==> config.mk <==
export PLATFORM = sky130hd
export DESIGN_NAME = rapid_fire_trigger_controller_core
export DESIGN_NICKNAME = d
export VERILOG_FILES = /design/src/design/rftc_pkg.sv /design/src/design/rapid_fire_trigger_controller_core.sv
export VERILOG_INCLUDE_DIRS = /design/src /design/src/design
export SDC_FILE = /design/constraint.sdc
export NUM_CORES = 1
export LEC_CHECK = 0
export BUFFER_PORTS_ARGS = -buffer_cell sky130_fd_sc_hd__buf_4
export CAP_MARGIN = 0
export CORE_UTILIZATION = 55
export DETAILED_ROUTE_END_ITERATION = 6
export PLACE_DENSITY = 0.78
export SLEW_MARGIN = 30
export SYNTH_ARGS = -nofsm -noshare
export SYNTH_HDL_FRONTEND = slang
export SYNTH_SLANG_ARGS = --single-unit
==> constraint.sdc <==
create_clock -name aclk -period 10.85 [get_ports aclk]
set_input_delay 1.6275 -clock aclk [delete_from_list [all_inputs] [get_ports aclk]]
set_output_delay 1.6275 -clock aclk [all_outputs]
set_load 0.005 [all_outputs]
==> src/design/rapid_fire_trigger_controller_core_assert.svh <==
// ----------------------------------------------------------------------------
// Assertion macros
// Shared concurrent assertion forms for the trigger controller core.
// ----------------------------------------------------------------------------
`ifndef RAPID_FIRE_TRIGGER_CONTROLLER_CORE_ASSERT_SVH
`define RAPID_FIRE_TRIGGER_CONTROLLER_CORE_ASSERT_SVH

// Same-cycle implication, checked out of reset.
`define RFTC_ASSERT_NOW(lbl, clk, rstn, ante, cons) \
    lbl: assert property (@(posedge clk) disable iff (!(rstn)) (ante) |-> (cons)) \
        else $error("rftc assertion failed");

// Next-cycle implication, checked out of reset.
`define RFTC_ASSERT_NEXT(lbl, clk, rstn, ante, cons) \
    lbl: assert property (@(posedge clk) disable iff (!(rstn)) (ante) |=> (cons)) \
        else $error("rftc assertion failed");

`endif

==> src/design/rftc_pkg.sv <==
// ----------------------------------------------------------------------------
// rftc_pkg
// Types, codes and reset constants of the rapid fire trigger controller.
// ----------------------------------------------------------------------------
`default_nettype none

package rftc_pkg;

    localparam int ADC_W    = 10;
    localparam int BASE_W   = 17;
    localparam int PULSE_W  = 16;
    localparam int CNT_W    = 8;
    localparam int SPEED_W  = 12;
    localparam int DIVSR_W  = SPEED_W - 1;
    localparam int PADDR_W  = 4;

    // event kinds
    localparam logic [1:0] OP_BUTTON  = 2'd0;
    localparam logic [1:0] OP_TRIGGER = 2'd1;
    localparam logic [1:0] OP_ADC     = 2'd2;

    // speed entry phases
    localparam logic [1:0] PH_IDLE = 2'd0;
    localparam logic [1:0] PH_TENS = 2'd1;
    localparam logic [1:0] PH_ONES = 2'd2;

    // register indexes
    localparam logic [1:0] REG_THRESHOLD = 2'd0;
    localparam logic [1:0] REG_BASE      = 2'd1;
    localparam logic [1:0] REG_PULSE     = 2'd2;
    localparam logic [1:0] REG_MIN_SPEED = 2'd3;

    // reset values
    localparam logic [ADC_W-1:0]   THRESHOLD_RST = 10'h070;
    localparam logic [BASE_W-1:0]  BASE_RST      = 17'd125000;
    localparam logic [PULSE_W-1:0] PULSE_RST     = 16'd2000;
    localparam logic [CNT_W-1:0]   MIN_SPEED_RST = 8'd4;
    localparam logic [SPEED_W-1:0] SPEED_RST     = 12'd40;

    localparam logic [CNT_W-1:0]   COUNT_MAX  = 8'hFF;
    localparam logic [15:0]        PERIOD_MAX = 16'hFFFF;

    typedef struct packed {
        logic [1:0]       opcode;
        logic             trigger_pulled;
        logic [ADC_W-1:0] adc_sample;
    } rftc_in_t;

    typedef struct packed {
        logic             led_on;
        logic             pwm_running;
        logic [15:0]      pwm_period;
        logic [15:0]      pwm_compare;
        logic [CNT_W-1:0] blink_count;
        logic             ready_blink;
        logic [1:0]       entry_phase;
    } rftc_out_t;

endpackage

`default_nettype wire

==> src/design/rapid_fire_trigger_controller_core.sv <==
// ----------------------------------------------------------------------------
// rapid_fire_trigger_controller_core
// Speed entry, PWM programming and release detection for a rapid fire mod.
// ----------------------------------------------------------------------------
//
//  channel   | direction | handshake             | payload
//  ----------+-----------+-----------------------+----------------------------
//  s_*       | in        | s_valid / s_ready     | rftc_in_t  (event)
//  m_*       | out       | m_valid / m_ready     | rftc_out_t (status)
//  APB       | in        | psel/penable/pready   | 4 config registers
//
//  Every transaction yields one status transaction.
//  Trigger pull while enabled with speed of 2 or more passes through DIV;
//  the period comes from a restoring divider, one quotient bit per cycle,
//  for 17 bits. Every other event: accept, then report.
//  s_ready is high only in IDLE; the output register holds a result until
//  m_ready, and the sequencer waits in REPORT while it is full.
//  aresetn is synchronous; no clearing pass is needed after reset.
// ----------------------------------------------------------------------------
`default_nettype none

`include "rapid_fire_trigger_controller_core_assert.svh"

module rapid_fire_trigger_controller_core (
    input  wire logic                             aclk,
    input  wire logic                             aresetn,
    // event channel
    input  wire logic                             s_valid,
    output logic                                  s_ready,
    input  wire rftc_pkg::rftc_in_t               s_data,
    // status channel
    output logic                                  m_valid,
    input  wire logic                             m_ready,
    output rftc_pkg::rftc_out_t                   m_data,
    // config port
    input  wire logic                             psel,
    input  wire logic                             penable,
    input  wire logic                             pwrite,
    input  wire logic [rftc_pkg::PADDR_W-1:0]     paddr,
    input  wire logic [31:0]                      pwdata,
    output logic [31:0]                           prdata,
    output logic                                  pready
);

    typedef enum logic [2:0] {
        ST_IDLE   = 3'b001,
        ST_DIV    = 3'b010,
        ST_REPORT = 3'b100
    } state_t;

    localparam int STEP_W = $clog2(rftc_pkg::BASE_W);
    localparam logic [STEP_W-1:0] LAST_STEP = STEP_W'(rftc_pkg::BASE_W - 1);

    // ------------------------------------------------------------------
    // config registers
    // ------------------------------------------------------------------
    logic [rftc_pkg::ADC_W-1:0]   threshold_reg;
    logic [rftc_pkg::BASE_W-1:0]  base_reg;
    logic [rftc_pkg::PULSE_W-1:0] pulse_reg;
    logic [rftc_pkg::CNT_W-1:0]   min_speed_reg;

    logic                         cfg_wr;
    logic [1:0]                   cfg_idx;

    assign pready  = 1'b1;
    assign cfg_wr  = psel && penable && pwrite;
    assign cfg_idx = paddr[3:2];

    always_ff @(posedge aclk) begin
        if (!aresetn) begin
            threshold_reg <= rftc_pkg::THRESHOLD_RST;
            base_reg      <= rftc_pkg::BASE_RST;
            pulse_reg     <= rftc_pkg::PULSE_RST;
            min_speed_reg <= rftc_pkg::MIN_SPEED_RST;
        end else if (cfg_wr) begin
            unique case (cfg_idx)
                rftc_pkg::REG_THRESHOLD: threshold_reg <= pwdata[rftc_pkg::ADC_W-1:0];
                rftc_pkg::REG_BASE:      base_reg      <= pwdata[rftc_pkg::BASE_W-1:0];
                rftc_pkg::REG_PULSE:     pulse_reg     <= pwdata[rftc_pkg::PULSE_W-1:0];
                rftc_pkg::REG_MIN_SPEED: min_speed_reg <= pwdata[rftc_pkg::CNT_W-1:0];
                default: ;
            endcase
        end
    end

    always_comb begin
        unique case (cfg_idx)
            rftc_pkg::REG_THRESHOLD: prdata = 32'(threshold_reg);
            rftc_pkg::REG_BASE:      prdata = 32'(base_reg);
            rftc_pkg::REG_PULSE:     prdata = 32'(pulse_reg);
            rftc_pkg::REG_MIN_SPEED: prdata = 32'(min_speed_reg);
            default:                 prdata = 32'd0;
        endcase
    end

    // ------------------------------------------------------------------
    // controller state
    // ------------------------------------------------------------------
    state_t                       state_reg, state_next;
    logic                         enabled_reg, enabled_next;
    logic                         shooting_reg, shooting_next;
    logic                         pwm_on_reg, pwm_on_next;
    logic [1:0]                   phase_reg, phase_next;
    logic [rftc_pkg::CNT_W-1:0]   tens_reg, tens_next;
    logic [rftc_pkg::CNT_W-1:0]   ones_reg, ones_next;
    logic [rftc_pkg::SPEED_W-1:0] speed_reg, speed_next;
    logic [15:0]                  period_reg, period_next;
    logic [15:0]                  compare_reg, compare_next;
    logic [rftc_pkg::CNT_W-1:0]   blink_reg, blink_next;
    logic                         rdy_reg, rdy_next;

    // divider datapath
    logic [rftc_pkg::DIVSR_W-1:0] divsr_reg, divsr_next;
    logic [rftc_pkg::DIVSR_W-1:0] rem_reg, rem_next;
    logic [rftc_pkg::BASE_W-1:0]  quo_reg, quo_next;
    logic [STEP_W-1:0]            step_reg, step_next;

    // output register
    logic                         m_valid_reg, m_valid_next;
    rftc_pkg::rftc_out_t          m_data_reg, m_data_next;

    logic                         accept;
    logic [rftc_pkg::DIVSR_W:0]   trial;
    logic                         trial_ge;
    logic [rftc_pkg::DIVSR_W:0]   trial_diff;
    logic [rftc_pkg::BASE_W-1:0]  quo_final;
    logic [15:0]                  quo_sat;
    logic [rftc_pkg::SPEED_W-1:0] entered_speed;
    logic [rftc_pkg::DIVSR_W-1:0] half_speed;
    logic                         out_free;

    assign s_ready  = (state_reg == ST_IDLE);
    assign accept   = s_valid && s_ready;
    assign m_valid  = m_valid_reg;
    assign m_data   = m_data_reg;
    assign out_free = !m_valid_reg || m_ready;

    // one restoring step: shift in the next dividend bit, try a subtract
    assign trial      = {rem_reg, quo_reg[rftc_pkg::BASE_W-1]};
    assign trial_ge   = (trial >= {1'b0, divsr_reg});
    assign trial_diff = trial - {1'b0, divsr_reg};
    assign quo_final  = {quo_reg[rftc_pkg::BASE_W-2:0], trial_ge};
    assign quo_sat    = quo_final[rftc_pkg::BASE_W-1] ? rftc_pkg::PERIOD_MAX
                                                      : quo_final[15:0];

    // tens*10 + ones; at most 2805, fits the speed width
    assign entered_speed = {1'b0, tens_reg, 3'b000} + {3'b000, tens_reg, 1'b0}
                         + {4'b0000, ones_reg};
    assign half_speed    = speed_reg[rftc_pkg::SPEED_W-1:1];

    always_comb begin
        state_next    = state_reg;
        enabled_next  = enabled_reg;
        shooting_next = shooting_reg;
        pwm_on_next   = pwm_on_reg;
        phase_next    = phase_reg;
        tens_next     = tens_reg;
        ones_next     = ones_reg;
        speed_next    = speed_reg;
        period_next   = period_reg;
        compare_next  = compare_reg;
        blink_next    = blink_reg;
        rdy_next      = rdy_reg;
        divsr_next    = divsr_reg;
        rem_next      = rem_reg;
        quo_next      = quo_reg;
        step_next     = step_reg;
        m_valid_next  = m_valid_reg && !m_ready;
        m_data_next   = m_data_reg;

        unique case (state_reg)
            ST_IDLE: begin
                if (accept) begin
                    blink_next = '0;
                    rdy_next   = 1'b0;
                    state_next = ST_REPORT;
                    priority if (s_data.opcode == rftc_pkg::OP_BUTTON) begin
                        priority if (enabled_reg) begin
                            pwm_on_next  = 1'b0;
                            enabled_next = 1'b0;
                        end else if (phase_reg == rftc_pkg::PH_IDLE
                                     && s_data.trigger_pulled) begin
                            phase_next = rftc_pkg::PH_TENS;
                            rdy_next   = 1'b1;
                        end else if (phase_reg == rftc_pkg::PH_TENS) begin
                            phase_next = rftc_pkg::PH_ONES;
                            blink_next = tens_reg;
                            rdy_next   = 1'b1;
                        end else if (phase_reg == rftc_pkg::PH_ONES) begin
                            blink_next   = ones_reg;
                            speed_next   = (entered_speed < {4'b0000, min_speed_reg})
                                         ? {4'b0000, min_speed_reg} : entered_speed;
                            tens_next    = '0;
                            ones_next    = '0;
                            phase_next   = rftc_pkg::PH_IDLE;
                            enabled_next = 1'b1;
                        end else begin
                            phase_next   = rftc_pkg::PH_IDLE;
                            enabled_next = 1'b1;
                        end
                    end else if (s_data.opcode == rftc_pkg::OP_TRIGGER) begin
                        if (s_data.trigger_pulled && !shooting_reg) begin
                            priority if (enabled_reg) begin
                                shooting_next = 1'b1;
                                pwm_on_next   = 1'b1;
                                if (half_speed == '0) begin
                                    // speed 0 or 1: no divide, period pegged
                                    period_next  = rftc_pkg::PERIOD_MAX;
                                    compare_next = speed_reg[0]
                                                 ? (rftc_pkg::PERIOD_MAX >> 1) : pulse_reg;
                                end else begin
                                    divsr_next = half_speed;
                                    rem_next   = '0;
                                    quo_next   = base_reg;
                                    step_next  = '0;
                                    state_next = ST_DIV;
                                end
                            end else if (phase_reg == rftc_pkg::PH_TENS) begin
                                if (tens_reg != rftc_pkg::COUNT_MAX)
                                    tens_next = tens_reg + 1'b1;
                            end else if (phase_reg == rftc_pkg::PH_ONES) begin
                                if (ones_reg != rftc_pkg::COUNT_MAX)
                                    ones_next = ones_reg + 1'b1;
                            end else begin
                            end
                        end
                    end else if (s_data.opcode == rftc_pkg::OP_ADC) begin
                        if (shooting_reg && s_data.adc_sample < threshold_reg) begin
                            shooting_next = 1'b0;
                            pwm_on_next   = 1'b0;
                        end
                    end else begin
                        // unused opcode: status only
                    end
                end
            end

            ST_DIV: begin
                rem_next  = trial_ge ? trial_diff[rftc_pkg::DIVSR_W-1:0]
                                     : trial[rftc_pkg::DIVSR_W-1:0];
                quo_next  = quo_final;
                step_next = step_reg + 1'b1;
                if (step_reg == LAST_STEP) begin
                    period_next  = quo_sat;
                    compare_next = speed_reg[0] ? (quo_sat >> 1) : pulse_reg;
                    state_next   = ST_REPORT;
                end
            end

            ST_REPORT: begin
                if (out_free) begin
                    m_valid_next            = 1'b1;
                    m_data_next.led_on      = enabled_reg;
                    m_data_next.pwm_running = pwm_on_reg;
                    m_data_next.pwm_period  = period_reg;
                    m_data_next.pwm_compare = compare_reg;
                    m_data_next.blink_count = blink_reg;
                    m_data_next.ready_blink = rdy_reg;
                    m_data_next.entry_phase = phase_reg;
                    state_next              = ST_IDLE;
                end
            end

            default: state_next = ST_IDLE;
        endcase
    end

    always_ff @(posedge aclk) begin
        if (!aresetn) begin
            state_reg    <= ST_IDLE;
            enabled_reg  <= 1'b0;
            shooting_reg <= 1'b0;
            pwm_on_reg   <= 1'b0;
            phase_reg    <= rftc_pkg::PH_IDLE;
            tens_reg     <= '0;
            ones_reg     <= '0;
            speed_reg    <= rftc_pkg::SPEED_RST;
            period_reg   <= '0;
            compare_reg  <= '0;
            blink_reg    <= '0;
            rdy_reg      <= 1'b0;
            m_valid_reg  <= 1'b0;
        end else begin
            state_reg    <= state_next;
            enabled_reg  <= enabled_next;
            shooting_reg <= shooting_next;
            pwm_on_reg   <= pwm_on_next;
            phase_reg    <= phase_next;
            tens_reg     <= tens_next;
            ones_reg     <= ones_next;
            speed_reg    <= speed_next;
            period_reg   <= period_next;
            compare_reg  <= compare_next;
            blink_reg    <= blink_next;
            rdy_reg      <= rdy_next;
            m_valid_reg  <= m_valid_next;
        end
    end

    // datapath, no reset needed
    always_ff @(posedge aclk) begin
        divsr_reg  <= divsr_next;
        rem_reg    <= rem_next;
        quo_reg    <= quo_next;
        step_reg   <= step_next;
        m_data_reg <= m_data_next;
    end

    // ------------------------------------------------------------------
    // assertions
    // ------------------------------------------------------------------
    `RFTC_ASSERT_NEXT(a_div_ends, aclk, aresetn,
        (state_reg == ST_DIV && step_reg == LAST_STEP), (state_reg == ST_REPORT))
    `RFTC_ASSERT_NOW(a_rem_below_divsr, aclk, aresetn,
        (state_reg == ST_DIV), (rem_reg < divsr_reg))
    `RFTC_ASSERT_NOW(a_pwm_needs_shooting, aclk, aresetn,
        pwm_on_reg, shooting_reg)
    `RFTC_ASSERT_NOW(a_enabled_phase_idle, aclk, aresetn,
        enabled_reg, (phase_reg == rftc_pkg::PH_IDLE))

endmodule

`default_nettype wire
After elaboration in Yosys (flattened, before gate mapping)
Index checks and enable logic that the tools add are counted.

storage, ports and cells
  word-level logic and storage cells = 208
  bits of input ports = 56
  bits in registers = 218

cells by class
  equal/unequal tests = 32
  bitwise gates (word level) = 5
  muxes and demuxes = 92
  reductions and logical operators = 42
  magnitude comparators = 3
  $add $sub $neg = 6

operators by type and width
  kind                                                              number
  16-bit 2-to-1 mux                                                 17
  8-bit 2-to-1 mux                                                  22
  32-bit case mux with 4 select lines                               1
  17-bit 2-to-1 mux                                                 6
  11-bit 2-to-1 mux                                                 7
  16-bit case mux with 2 select lines                               2
  7-bit AND reduction                                               5
  17-bit case mux with 2 select lines                               1
  5-bit 2-to-1 mux                                                  6
  3-bit 2-to-1 mux                                                  8
  11-bit case mux with 2 select lines                               1
  2-bit != test (second input constant)                             9
  8-bit by 1-bit adder with 8-bit output (second input constant)    2
  1-bit 2-to-1 mux                                                  16
  8-bit != test (second input constant)                             2
  2-bit nonzero test                                                8
  2-bit by 1-bit != test with 1-bit output (second input constant)  7
  11-bit by 9-bit adder with 12-bit output                          1
  12-bit by 8-bit adder with 12-bit output                          1
  12-bit by 11-bit >= comparator with 1-bit output                  1
  12-bit by 8-bit less-than comparator with 1-bit output            1
  12-bit 2-to-1 mux                                                 1
  2-bit AND reduction                                               6
  11-bit logical NOT                                                1
  25 further kinds                                                  48

Longest topological paths before layout
Gate-level depths: netlist of run 1.

  depth in word-level cells = 8
  depth in mapped cells = 16

Worst setup path after synthesis of run 1
OpenSTA, ideal clock, no wires.

  path type = input -> register
  from = input port s_data[11] (netlist bit)
  to = register quo_reg[0] (netlist bit), enable pin
  slack = 6.388 ns
  data arrival time = 4.087 ns
  data required time = 10.475 ns
  stages on the path = 5
  cells stage by stage = inv_1 ha_1 clkbuf_1 nor4_1 or2_2

on the way
  cells in the longest elaborated chain, start to end = 3
  elaborated cells between the ends (all ways) = 5
  classes of those cells = 3 x eq/ne; 2 x reduce/logical

RTL lines
  item                                                                                        RTL line                                                                              source
  start, declared                                                                             rapid_fire_trigger_controller_core.sv:30                                              input wire rftc_pkg::rftc_in_t s_data,
  2-bit by 1-bit == test with 1-bit output / 2-bit logical NOT (equally long branches)        rapid_fire_trigger_controller_core.sv:201, rapid_fire_trigger_controller_core.sv:177
  2-bit by 1-bit != test with 1-bit output (no line) / 2-bit != test (equally long branches)  -
  7-bit AND reduction (no line) *                                                             -
  end signal, assigned                                                                        rapid_fire_trigger_controller_core.sv:304                                             quo_reg <= quo_next;
  end, declared                                                                               rapid_fire_trigger_controller_core.sv:115                                             logic [rftc_pkg::BASE_W-1:0] quo_reg, quo_next;

Every way passes the cells marked *; elsewhere a longest branch is shown, timed or not.
A chain may end at the register's enable or synchronous reset.

Worst setup path after layout of run 1
  from = input port paddr[2] (netlist bit)
  to = output port prdata[9]

on the way
  cells in the longest elaborated chain, start to end = 2
  elaborated cells between the ends (all ways) = 5
  classes of those cells = 3 x eq/ne; 1 x mux; 1 x reduce/logical

RTL lines
  item                                   RTL line                                  source
  start, declared                        rapid_fire_trigger_controller_core.sv:39  input wire logic [rftc_pkg::PADDR_W-1:0] paddr,
  2-bit == test (tied with other cells)  rapid_fire_trigger_controller_core.sv:87  unique case (cfg_idx)
  32-bit case mux with 4 select lines *  rapid_fire_trigger_controller_core.sv:87
  end, declared                          rapid_fire_trigger_controller_core.sv:41  output logic [31:0] prdata,

Every way passes the cells marked *; elsewhere a longest branch is shown, timed or not. The select of a mux whose other input is x is not followed.

==> flow_summary.yaml, run 1 <==
worst_hold_path:
  hold_path_class: "reg -> reg"
yosys:
  synthCells: 1065
  synth_edf_count: 89
  avgSynthCellArea_sq_um: 9.64
  synth_warnings: 0
  synth-seq-cells: 218
  netlist_area_sq_mm: 0.0103
  yosysUniqueCellTypes: 61
  yosysMostFrequentCell: "nand2_1"
  synthTopCellsByArea: "edfxtp_1 26%, dfxtp_1 25%, nand2_1 7.3%"
  synth-main-ff-cell: "dfxtp_1"
  async_flop_share: 0
  synth.top_cells.by_count: "200 x nand2_1, 129 x dfxtp_1, 97 x nor2_1, 89 x edfxtp_1, 69 x a21oi_1"
  yosys.area.top_type: "edfxtp_1"
  ys_seq_area_frac: 0.512
  synth_top_area_frac: 0.260
critical_path:
  cp.arrival_ns: 2.90
  crit_path_start_kind: "input pin"
  path_class: "in -> out"
  cp-end-kind: "output pin"
  required_ns: 9.22
  crit_fanout: 15
power_and_ir_drop:
  total_power_uw: 1770
  power.leakage_uw: 0.00483
  ir_drop_mv: 0.142
  power.density_mw_per_mm2: 148
layout:
  final-seq-area_sq_mm: 0.00526
  nets: 1248
  diodes: 0
  largest_reg_flops: 45
  nFillCells: 1409
  drive_gt1_frac: 0.148
  syn_to_final_growth_pct: 16.0
  multi_input_area_sq_mm: 0.00457
cts:
  cts-buffers-inserted: 23
  cts_htree_levels: 1
  cts_tree: "done"
  cts_root_buf: "clkbuf_16"
  clk_pin_slew_ns: 0.06
  cts_setup_buffers: 0
  cts.sinks: 218
  cts_max_path_buffers: 3
  cts-resized-gates: 0
  insertion_delay_ns: 0.51
  holdBufCountCts: 0
sta:
  tns_ns: 0
  drv_slew: 0
  finalClockSkew_ns: 0.00655
  rsz0062_at_grt: "no"
  setup_viol: 0
  worst_slew_pin_slew_ns: 0.974
  period_needed_ns: 4.53
  fin_crit_sh: 0.417
  fmax_mhz: 221
  slew_headroom: 0.351
  final-hold-violation-count: 0
global_route:
  gr-total-overflow: 0
  antenna_found_initial: 0
  grt_pass1_wl_mm: 38.2
  first_global_vias: 7442
  grt_start_max_net_pins: 89
  grt_use_total: 0.246
die:
  initial_core_util: 0.566
  die_h_microns: 139
  rows: 49
  io_pins: 136
  die_x_microns: 139
  die_area_sq_mm: 0.0192
  coreArea_sq_mm: 0.0181
place:
  dp_hpwl_mm: 16.6
  portBuffers: 102
  gp_congestion: 0.920
drt:
  drt_iter0_markers: 552
  viasPerCell: 5.71
  postRouteAntennaNets: 0
  wl_per_cell_microns: 17.3
  wirelength_mm: 23.9
  first_pass_iters: 7
  num_vias: 7912
  post-route-drc-count: 13
outcome:
  violations: "design-rule violations"
  status: "finished with violations"
flow_run:
  max_cap_viol_count: 0
-- layer usage --
| metal | wire [microns] | part of all wire | up-vias | global-route usage |
|---|---|---|---|---|
| met5 | 0 | 0 | - | 0 |
| met4 | 711 | 0.030 | 0 | 0.0901 |
| met3 | 1690 | 0.071 | 44 | 0.0439 |
| met2 | 11200 | 0.47 | 279 | 0.402 |
| met1 | 10300 | 0.43 | 3713 | 0.329 |
| li1 | - | - | 3876 | - |
-- through the flow --
step                       util  hold slack (ns)  std cells  worst slack (ns)  cell area [sq um]
after floorplan               -            0.403       1079              6.39              10300
after global placement    0.611            0.413       1343              6.33              11100
after detailed placement  0.611            0.419       1343              6.33              11100
after CTS                 0.655            0.428       1385              6.33              11900
after global routing      0.656            0.443       1386              6.19              11900
final                     0.656            0.429       1386              6.32              11900
-- worst max-delay path, stage by stage --
cell and delay, ns:
buf_4 0.22, nor2b_1 0.65, nand2_1 0.13, o21ai_0 0.11, buf_4 0.15
-- layout make-up --
class / count / area share
Clock buffer: 33 / 0.0557
Multi-Input combinational cell: 741 / 0.383
Clock inverter: 9 / 0.0109
Inverter: 48 / 0.0151
Sequential cell: 218 / 0.441
Timing Repair Buffer: 108 / 0.0697
Tap cell: 229 / 0.0241
-- cell families after synthesis --
| logic type | after synthesis | share of synthesized area |
|---|---|---|
| AO/OA/AOI/OAI | 205 | 0.132 |
| multiplexers | 26 | 0.0351 |
| flip-flops | 218 | 0.512 |
| AND/OR/NAND/NOR | 417 | 0.180 |
| XOR/XNOR | 25 | 0.0213 |
| other | 2 | 0.000731 |
| adder cells (fa/ha/maj) | 52 | 0.0685 |
| buffers and inverters | 120 | 0.0511 |
-- cells in the final DEF, fill, tap and decap left out, types with 5 or more instances in the layout --
cell type / instances
dfxtp_1: 128
nand2b_1: 7
nor2_1: 96
and2_1: 7
o211ai_1: 21
or3_1: 11
edfxtp_1: 89
ha_1: 45
clkbuf_16: 23
inv_1: 47
nand2_1: 200
nand3b_1: 5
buf_4: 107
a22o_1: 14
mux2i_1: 18
a21o_1: 13
o21ai_0: 24
nor2b_1: 8
nand4_1: 6
a21oi_1: 69
clkbuf_1: 5
nand3_1: 28
clkbuf_8: 5
nor4_1: 7
a211oi_1: 22
mux4_2: 8
o211a_1: 5
conb_1: 16
a31oi_1: 6
nor3_1: 17
fa_1: 7
a22oi_1: 8
xor2_1: 7
xnor2_1: 18
-- power breakdown --
group          internal [uW]  total, uW  switching (uW)
clock network            497        810             313
logic                   36.4       88.5            52.2
registers                860        867            7.53
-- path summary, 6_finish.rpt --
| kind | from | end | slack [ns] | cells past startpoint |
|---|---|---|---|---|
| max | paddr[2] | prdata[9] | 6.32 | 5 |
| min | compare_reg[9] | m_data[20] | 0.43 | 0 |
| max reg2reg | tens_reg[2] | speed_reg[6] | 6.71 | 15 |
| min reg2reg | compare_reg[9] | m_data[20] | 0.43 | 0 |
No activity file was read; power rests on OpenSTA's default activity.
==> inputs of run 2 (changes only) <==
--- a/config.mk
+++ b/config.mk
@@ -8,9 +8,9 @@
 export LEC_CHECK = 0
 export BUFFER_PORTS_ARGS = -buffer_cell sky130_fd_sc_hd__buf_4
 export CAP_MARGIN = 0
-export CORE_UTILIZATION = 55
+export CORE_UTILIZATION = 52
 export DETAILED_ROUTE_END_ITERATION = 6
-export PLACE_DENSITY = 0.78
+export PLACE_DENSITY = 0.77
 export SLEW_MARGIN = 30
 export SYNTH_ARGS = -nofsm -noshare
 export SYNTH_HDL_FRONTEND = slang
==> constraint.sdc (replaced) <==
create_clock -name aclk -period 3.9 [get_ports aclk]
set_input_delay 0.585 -clock aclk [delete_from_list [all_inputs] [get_ports aclk]]
set_output_delay 0.585 -clock aclk [all_outputs]
set_load 0.005 [all_outputs]
==> run 2 against run 1 <==
  * The flow now finishes without violations
  * Non-clock buffer count increased by 9
  * Sequential power rose to 2.8 times the previous value
  * Power rose to 2.7 times the previous value
  * Clock power grew to 2.6 times the previous value
  * Combinational power rose to 2.8 times the previous value
  * Final area grew 0.38%
  * Register-to-register slack got worse by 6.4 ns
  * Clock-buffer cell count did not move
  * Core utilization is 4.0 points lower
  * Clock skew is 0.0070 ns higher
  * Wire length shrank 0.26%
  * Critical endpoint is now speed_reg[3]
==> flow_summary.yaml, run 2 (synthesis results as in run 1) <==
outcome:
  status: "complete, no violations"
cts:
  cts-buffers-inserted: 23
  insertion_delay_ns: 0.51
  cts_tree: "done"
  cts_max_path_buffers: 3
  cts_htree_levels: 1
  clk_pin_slew_ns: 0.06
  cts_setup_buffers: 0
  cts.sinks: 218
  cts_root_buf: "clkbuf_16"
global_route:
  gr-total-overflow: 0
  first_global_vias: 7548
  grt_use_total: 0.238
  grt_pass1_wl_mm: 38.4
  grt_start_max_net_pins: 62
  antenna_found_initial: 0
layout:
  final_cell_mix: "200 x nand2_1, 127 x dfxtp_1, 117 x buf_4"
  nets: 1257
  syn_to_final_growth_pct: 16.4
  drive_gt1_frac: 0.158
  final_common_cell: "nand2_1"
  final_cells: 1431
  diodes: 0
  largest_reg_flops: 45
sta:
  hold_ws_ns: 0.296
  period_needed_ns: 3.62
  finalClockSkew_ns: 0.0136
  worst_slew_pin_slew_ns: 0.856
  rsz0062_at_grt: "no"
  fin_crit_sh: 0.929
  setup_viol: 0
  fmax_mhz: 276
  final-hold-violation-count: 0
  drv_slew: 0
  tns_ns: 0
  slew_headroom: 0.424
power_and_ir_drop:
  ir_drop_mv: 0.316
  total_power_uw: 4760
  power.leakage_uw: 0.00485
  power.density_mw_per_mm2: 398
drt:
  postRouteAntennaNets: 0
  wirelength_mm: 23.9
  dr_wl_met3_mm: 1.44
  wl_met2_mm: 11.2
  routed.top_layer: "met4"
  first_pass_iters: 5
  post-route-drc-count: 0
  num_vias: 7984
  drt_iter0_markers: 634
  viasPerCell: 5.58
  met1_length_mm: 10.6
  wl_per_cell_microns: 16.7
worst_hold_path:
  hold_path_class: "in -> reg"
critical_path:
  required_ns: 4.34
  crit_path_start_kind: "register"
  crit_fanout: 6
  path_class: "reg -> reg"
  cp-end-kind: "register"
  cp.arrival_ns: 4.06
die:
  die_x_microns: 143
  coreArea_sq_mm: 0.0194
  die_h_microns: 143
  die_area_sq_mm: 0.0203
  rows: 51
  io_pins: 136
  initial_core_util: 0.529
place:
  placed_cells: 1389
  portBuffers: 102
  gp_congestion: 0.883
  dp_hpwl_mm: 16.7
flow_run:
  max_cap_viol_count: 0
[run 2: changes by cell type in the layout (fill, tap and decap cells not counted), moves of 2 or more]
cell and delta:
clkbuf_1 -2, bufinv_16 -3, buf_4 +10, clkbuf_8 +2
inv_4 +2, clkinv_2 +2
[run 2: layer usage]
layer / GRT usage / up-vias
met5: 0 / -
met4: 0.0798 / 0
met3: 0.0347 / 49
met2: 0.388 / 274
met1: 0.326 / 3788
li1: - / 3873
[run 2: layout make-up]
| cell class | count | area (sq um) |
|---|---|---|
| clock buffer | 33 | 683 |
| clock inverter | 9 | 51.3 |
| fill | 1644 | 7440 |
| inverter | 48 | 183 |
| multi-input combinational | 741 | 4570 |
| sequential | 218 | 5260 |
| tap | 265 | 332 |
| timing repair buffer | 117 | 878 |
[run 2: path summary, 6_finish.rpt]
path,cells after the start,slack [ns],start,end
max reg2reg,15,0.28,ones_reg[3],speed_reg[3]
max,15,0.28,ones_reg[3],speed_reg[3]
min,3,0.30,pwdata[16],base_reg[16]
min reg2reg,0,0.43,period_reg[8],m_data[35]
[run 2: metrics by stage]
| step | worst slack [ns] | instance area, sq um | util |
|---|---|---|---|
| finish | 0.276 | 12000 | 0.616 |
| detailed placement | 0.153 | 11200 | 0.578 |
| global placement | 0.223 | 11200 | 0.578 |
| CTS | 0.128 | 11900 | 0.616 |
| floorplan | 0.243 | 10300 | - |
| global route | 0.0420 | 12000 | 0.616 |
[run 2: critical path, stage by stage, from the launching register on]
cell and delay (ns):
dfxtp_2 0.37, inv_1 0.08, fa_1 0.47, inv_1 0.07, ha_1 0.31, a21o_1 0.18, a21oi_1 0.17, xnor2_1 0.18
ha_1 0.30, a21o_1 0.17, a21o_1 0.17, a21oi_1 0.13, o311ai_1 0.13, or4_4 0.49, o211a_1 0.25, o21ai_2 0.10
[run 2: timing repair]
item | 4_1_cts | 5_1_grt
gates resized for setup | 0 | 3
endpoints found under the setup margin | 0 | 8
hold buffers | 0 | 0
[run 2: power breakdown]
part | total, uW | switching [uW] | internal [uW]
Sequential | 2410 | 19.6 | 2390
Combinational | 251 | 148 | 104
Clock | 2100 | 882 | 1220
Total | 4760 | 1050 | 3710
==> inputs of run 3 (changes only) <==
--- a/config.mk
+++ b/config.mk
@@ -8,6 +8,7 @@
 export LEC_CHECK = 0
 export BUFFER_PORTS_ARGS = -buffer_cell sky130_fd_sc_hd__buf_4
 export CAP_MARGIN = 0
+export CORE_ASPECT_RATIO = 1.5
 export CORE_UTILIZATION = 52
 export DETAILED_ROUTE_END_ITERATION = 6
 export PLACE_DENSITY = 0.77
==> run 3 against run 2 <==
  * Maximum frequency decreased by 2.3%
  * Global-route usage increased by 0.14 points
  * Combinational power increased by 2%
  * Die area about the same
  * Clock power decreased by 8%
  * First-iteration DRC count decreased by 3.0%
  * Final area decreased by 0.69%
  * Clock-buffer cell count decreased by 8
  * Largest power group unchanged
  * Highest routed layer unchanged
==> flow_summary.yaml, run 3 (synthesis results as in run 1) <==
power_and_ir_drop:
  pwr-share-seq: 0.525
  internal_power_uw: 3560
  power.leakage_uw: 0.00481
  swShare: 0.225
  power.density_mw_per_mm2: 387
  p_comb_frac: 0.056
  ir_drop_mv: 0.340
  switchingPower_uw: 1030
  power_frac_clock: 0.420
critical_path:
  r2r.worst_path.cells: 15
  timing.rr.start: "tens_reg[2]"
  worst-r2r-setup-slack_ns: 0.19
  startpoint: "tens_reg[2]"
  crit_fanout: 6
  required_ns: 4.25
  crit_path_start_kind: "register"
  critPathMaxStageDelay_ns: 0.51
  timing.rr.end: "speed_reg[6]"
  path_class: "reg -> reg"
  crit_path_end: "speed_reg[6]"
  cp-end-kind: "register"
  crit_chain: "inv_1 -> fa_1 -> inv_1 -> ha_1 -> a21o_1 -> a21oi_1 -> xnor2_1 -> ha_1 -> a21o_1 -> a21o_1 -> a21oi_1 -> o311ai_1 -> or4_4 -> mux2i_2 -> a21oi_1"
  crit_slowest_cell: "fa_1"
  cp.arrival_ns: 4.05
drt:
  routed.top_layer: "met4"
  wl_per_cell_microns: 16.8
  met1_length_mm: 9.43
  num_vias: 7919
  wirelength_mm: 23.9
  first_pass_iters: 5
  postRouteAntennaNets: 0
  post-route-drc-count: 0
  drt_iter0_markers: 615
  dr_wl_met3_mm: 1.36
  viasPerCell: 5.58
  wl_met2_mm: 12.3
global_route:
  antenna_found_initial: 0
  grt_pass1_wl_mm: 38.2
  grt_start_max_net_pins: 40
  first_global_vias: 7597
  gr-total-overflow: 0
  grt_use_total: 0.240
sta:
  slew_headroom: 0.350
  finalClockSkew_ns: 0.0251
  fin_ws_ns: 0.192
  drv_slew: 0
  period_needed_ns: 3.71
  fmax_mhz: 270
  worst_slew_pin_slew_ns: 0.972
  hold_ws_ns: 0.293
  fin_crit_sh: 0.951
  setup_viol: 0
  final-hold-violation-count: 0
die:
  die_area_sq_mm: 0.0203
  die_x_microns: 117
  initial_core_util: 0.534
  die_h_microns: 174
  rows: 62
  io_pins: 136
  coreArea_sq_mm: 0.0192
layout:
  nets: 1256
  drive_gt1_frac: 0.154
  diodes: 0
  final_cell_mix: "200 x nand2_1, 126 x dfxtp_1, 118 x buf_4"
  largest_reg_flops: 45
  final_common_cell: "nand2_1"
  syn_to_final_growth_pct: 15.6
flow_run:
  max_cap_viol_count: 0
place:
  gp_congestion: 0.922
  portBuffers: 102
  dp_hpwl_mm: 17.3
  place_ws_ns: 0.126
worst_hold_path:
  hold_path_class: "in -> reg"
cts:
  cts-buffers-inserted: 20
  cts_root_buf: "clkbuf_16"
  cts_htree_levels: 1
  insertion_delay_ns: 0.51
  cts_max_path_buffers: 3
  cts.sinks: 218
  cts_tree: "done"
  clk_pin_slew_ns: 0.07
outcome:
  status: "complete, no violations"
==> run 3: power by group through the flow <==
stage	Combinational (uW)	Sequential (uW)	Clock (uW)
global placement	246	2460	0
detailed placement	253	2460	0
CTS	254	2410	1960
finish	256	2410	1930
floorplan	138	2460	0
global route	278	2410	2030
==> run 3: worst min-delay path by stage <==
stage                               end  depth (start not counted)            start  slack (ns)
after floorplan              m_data[43]                          0       pwm_on_reg        0.40
after global placement        m_data[6]                          0     blink_reg[3]        0.41
after detailed placement     m_data[26]                          0  compare_reg[15]        0.42
after CTS                 pulse_reg[10]                          3       pwdata[10]        0.28
after global routing       base_reg[11]                          3       pwdata[11]        0.29
final                     pulse_reg[10]                          3       pwdata[10]        0.29
==> run 3: stage by stage <==
stage                     area, sq um  TNS (ns)  power [uW]  cells  utilization
after floorplan                 10300         0        2590   1079            -
after global placement          11200         0        2700   1381        0.582
after detailed placement        11200         0        2710   1382        0.583
after CTS                       11900         0        4620   1418        0.617
after global routing            11900  -0.00991        4720   1418        0.617
final                           11900         0        4590   1418        0.617
==> run 3: timing repair <==
action | CTS | global route
endpoints found under the hold margin | 0 | 0
endpoints found under the setup margin | 0 | 3
gates resized for setup | 0 | 4
buffers inserted | 0 | 0
hold buffers | 0 | 0
==> run 3: layer usage <==
metal	vias up	GRT usage
li1	3867	-
met1	3754	0.283
met2	253	0.421
met3	45	0.0429
met4	0	0.0976
met5	-	0
==> run 3: layout make-up <==
cell class                      count  area, sq um
Tap cell                          256          320
Multi-Input combinational cell    741         4570
Fill cell                        1654         7360
Sequential cell                   218         5260
Timing Repair Buffer              119          906
Clock buffer                       25          539
Inverter                           48          180
Clock inverter                     11          101
==> run 3: critical path, delay by kind of cell, from the launching register on <==
kind,cells,cell delay (ns)
fa+ha+maj,3,1.12
simple gates,1,0.50
compound gates,7,1.06
xor+xnor,1,0.19
buf+inv,2,0.16
mux,1,0.22
flops,1,0.33
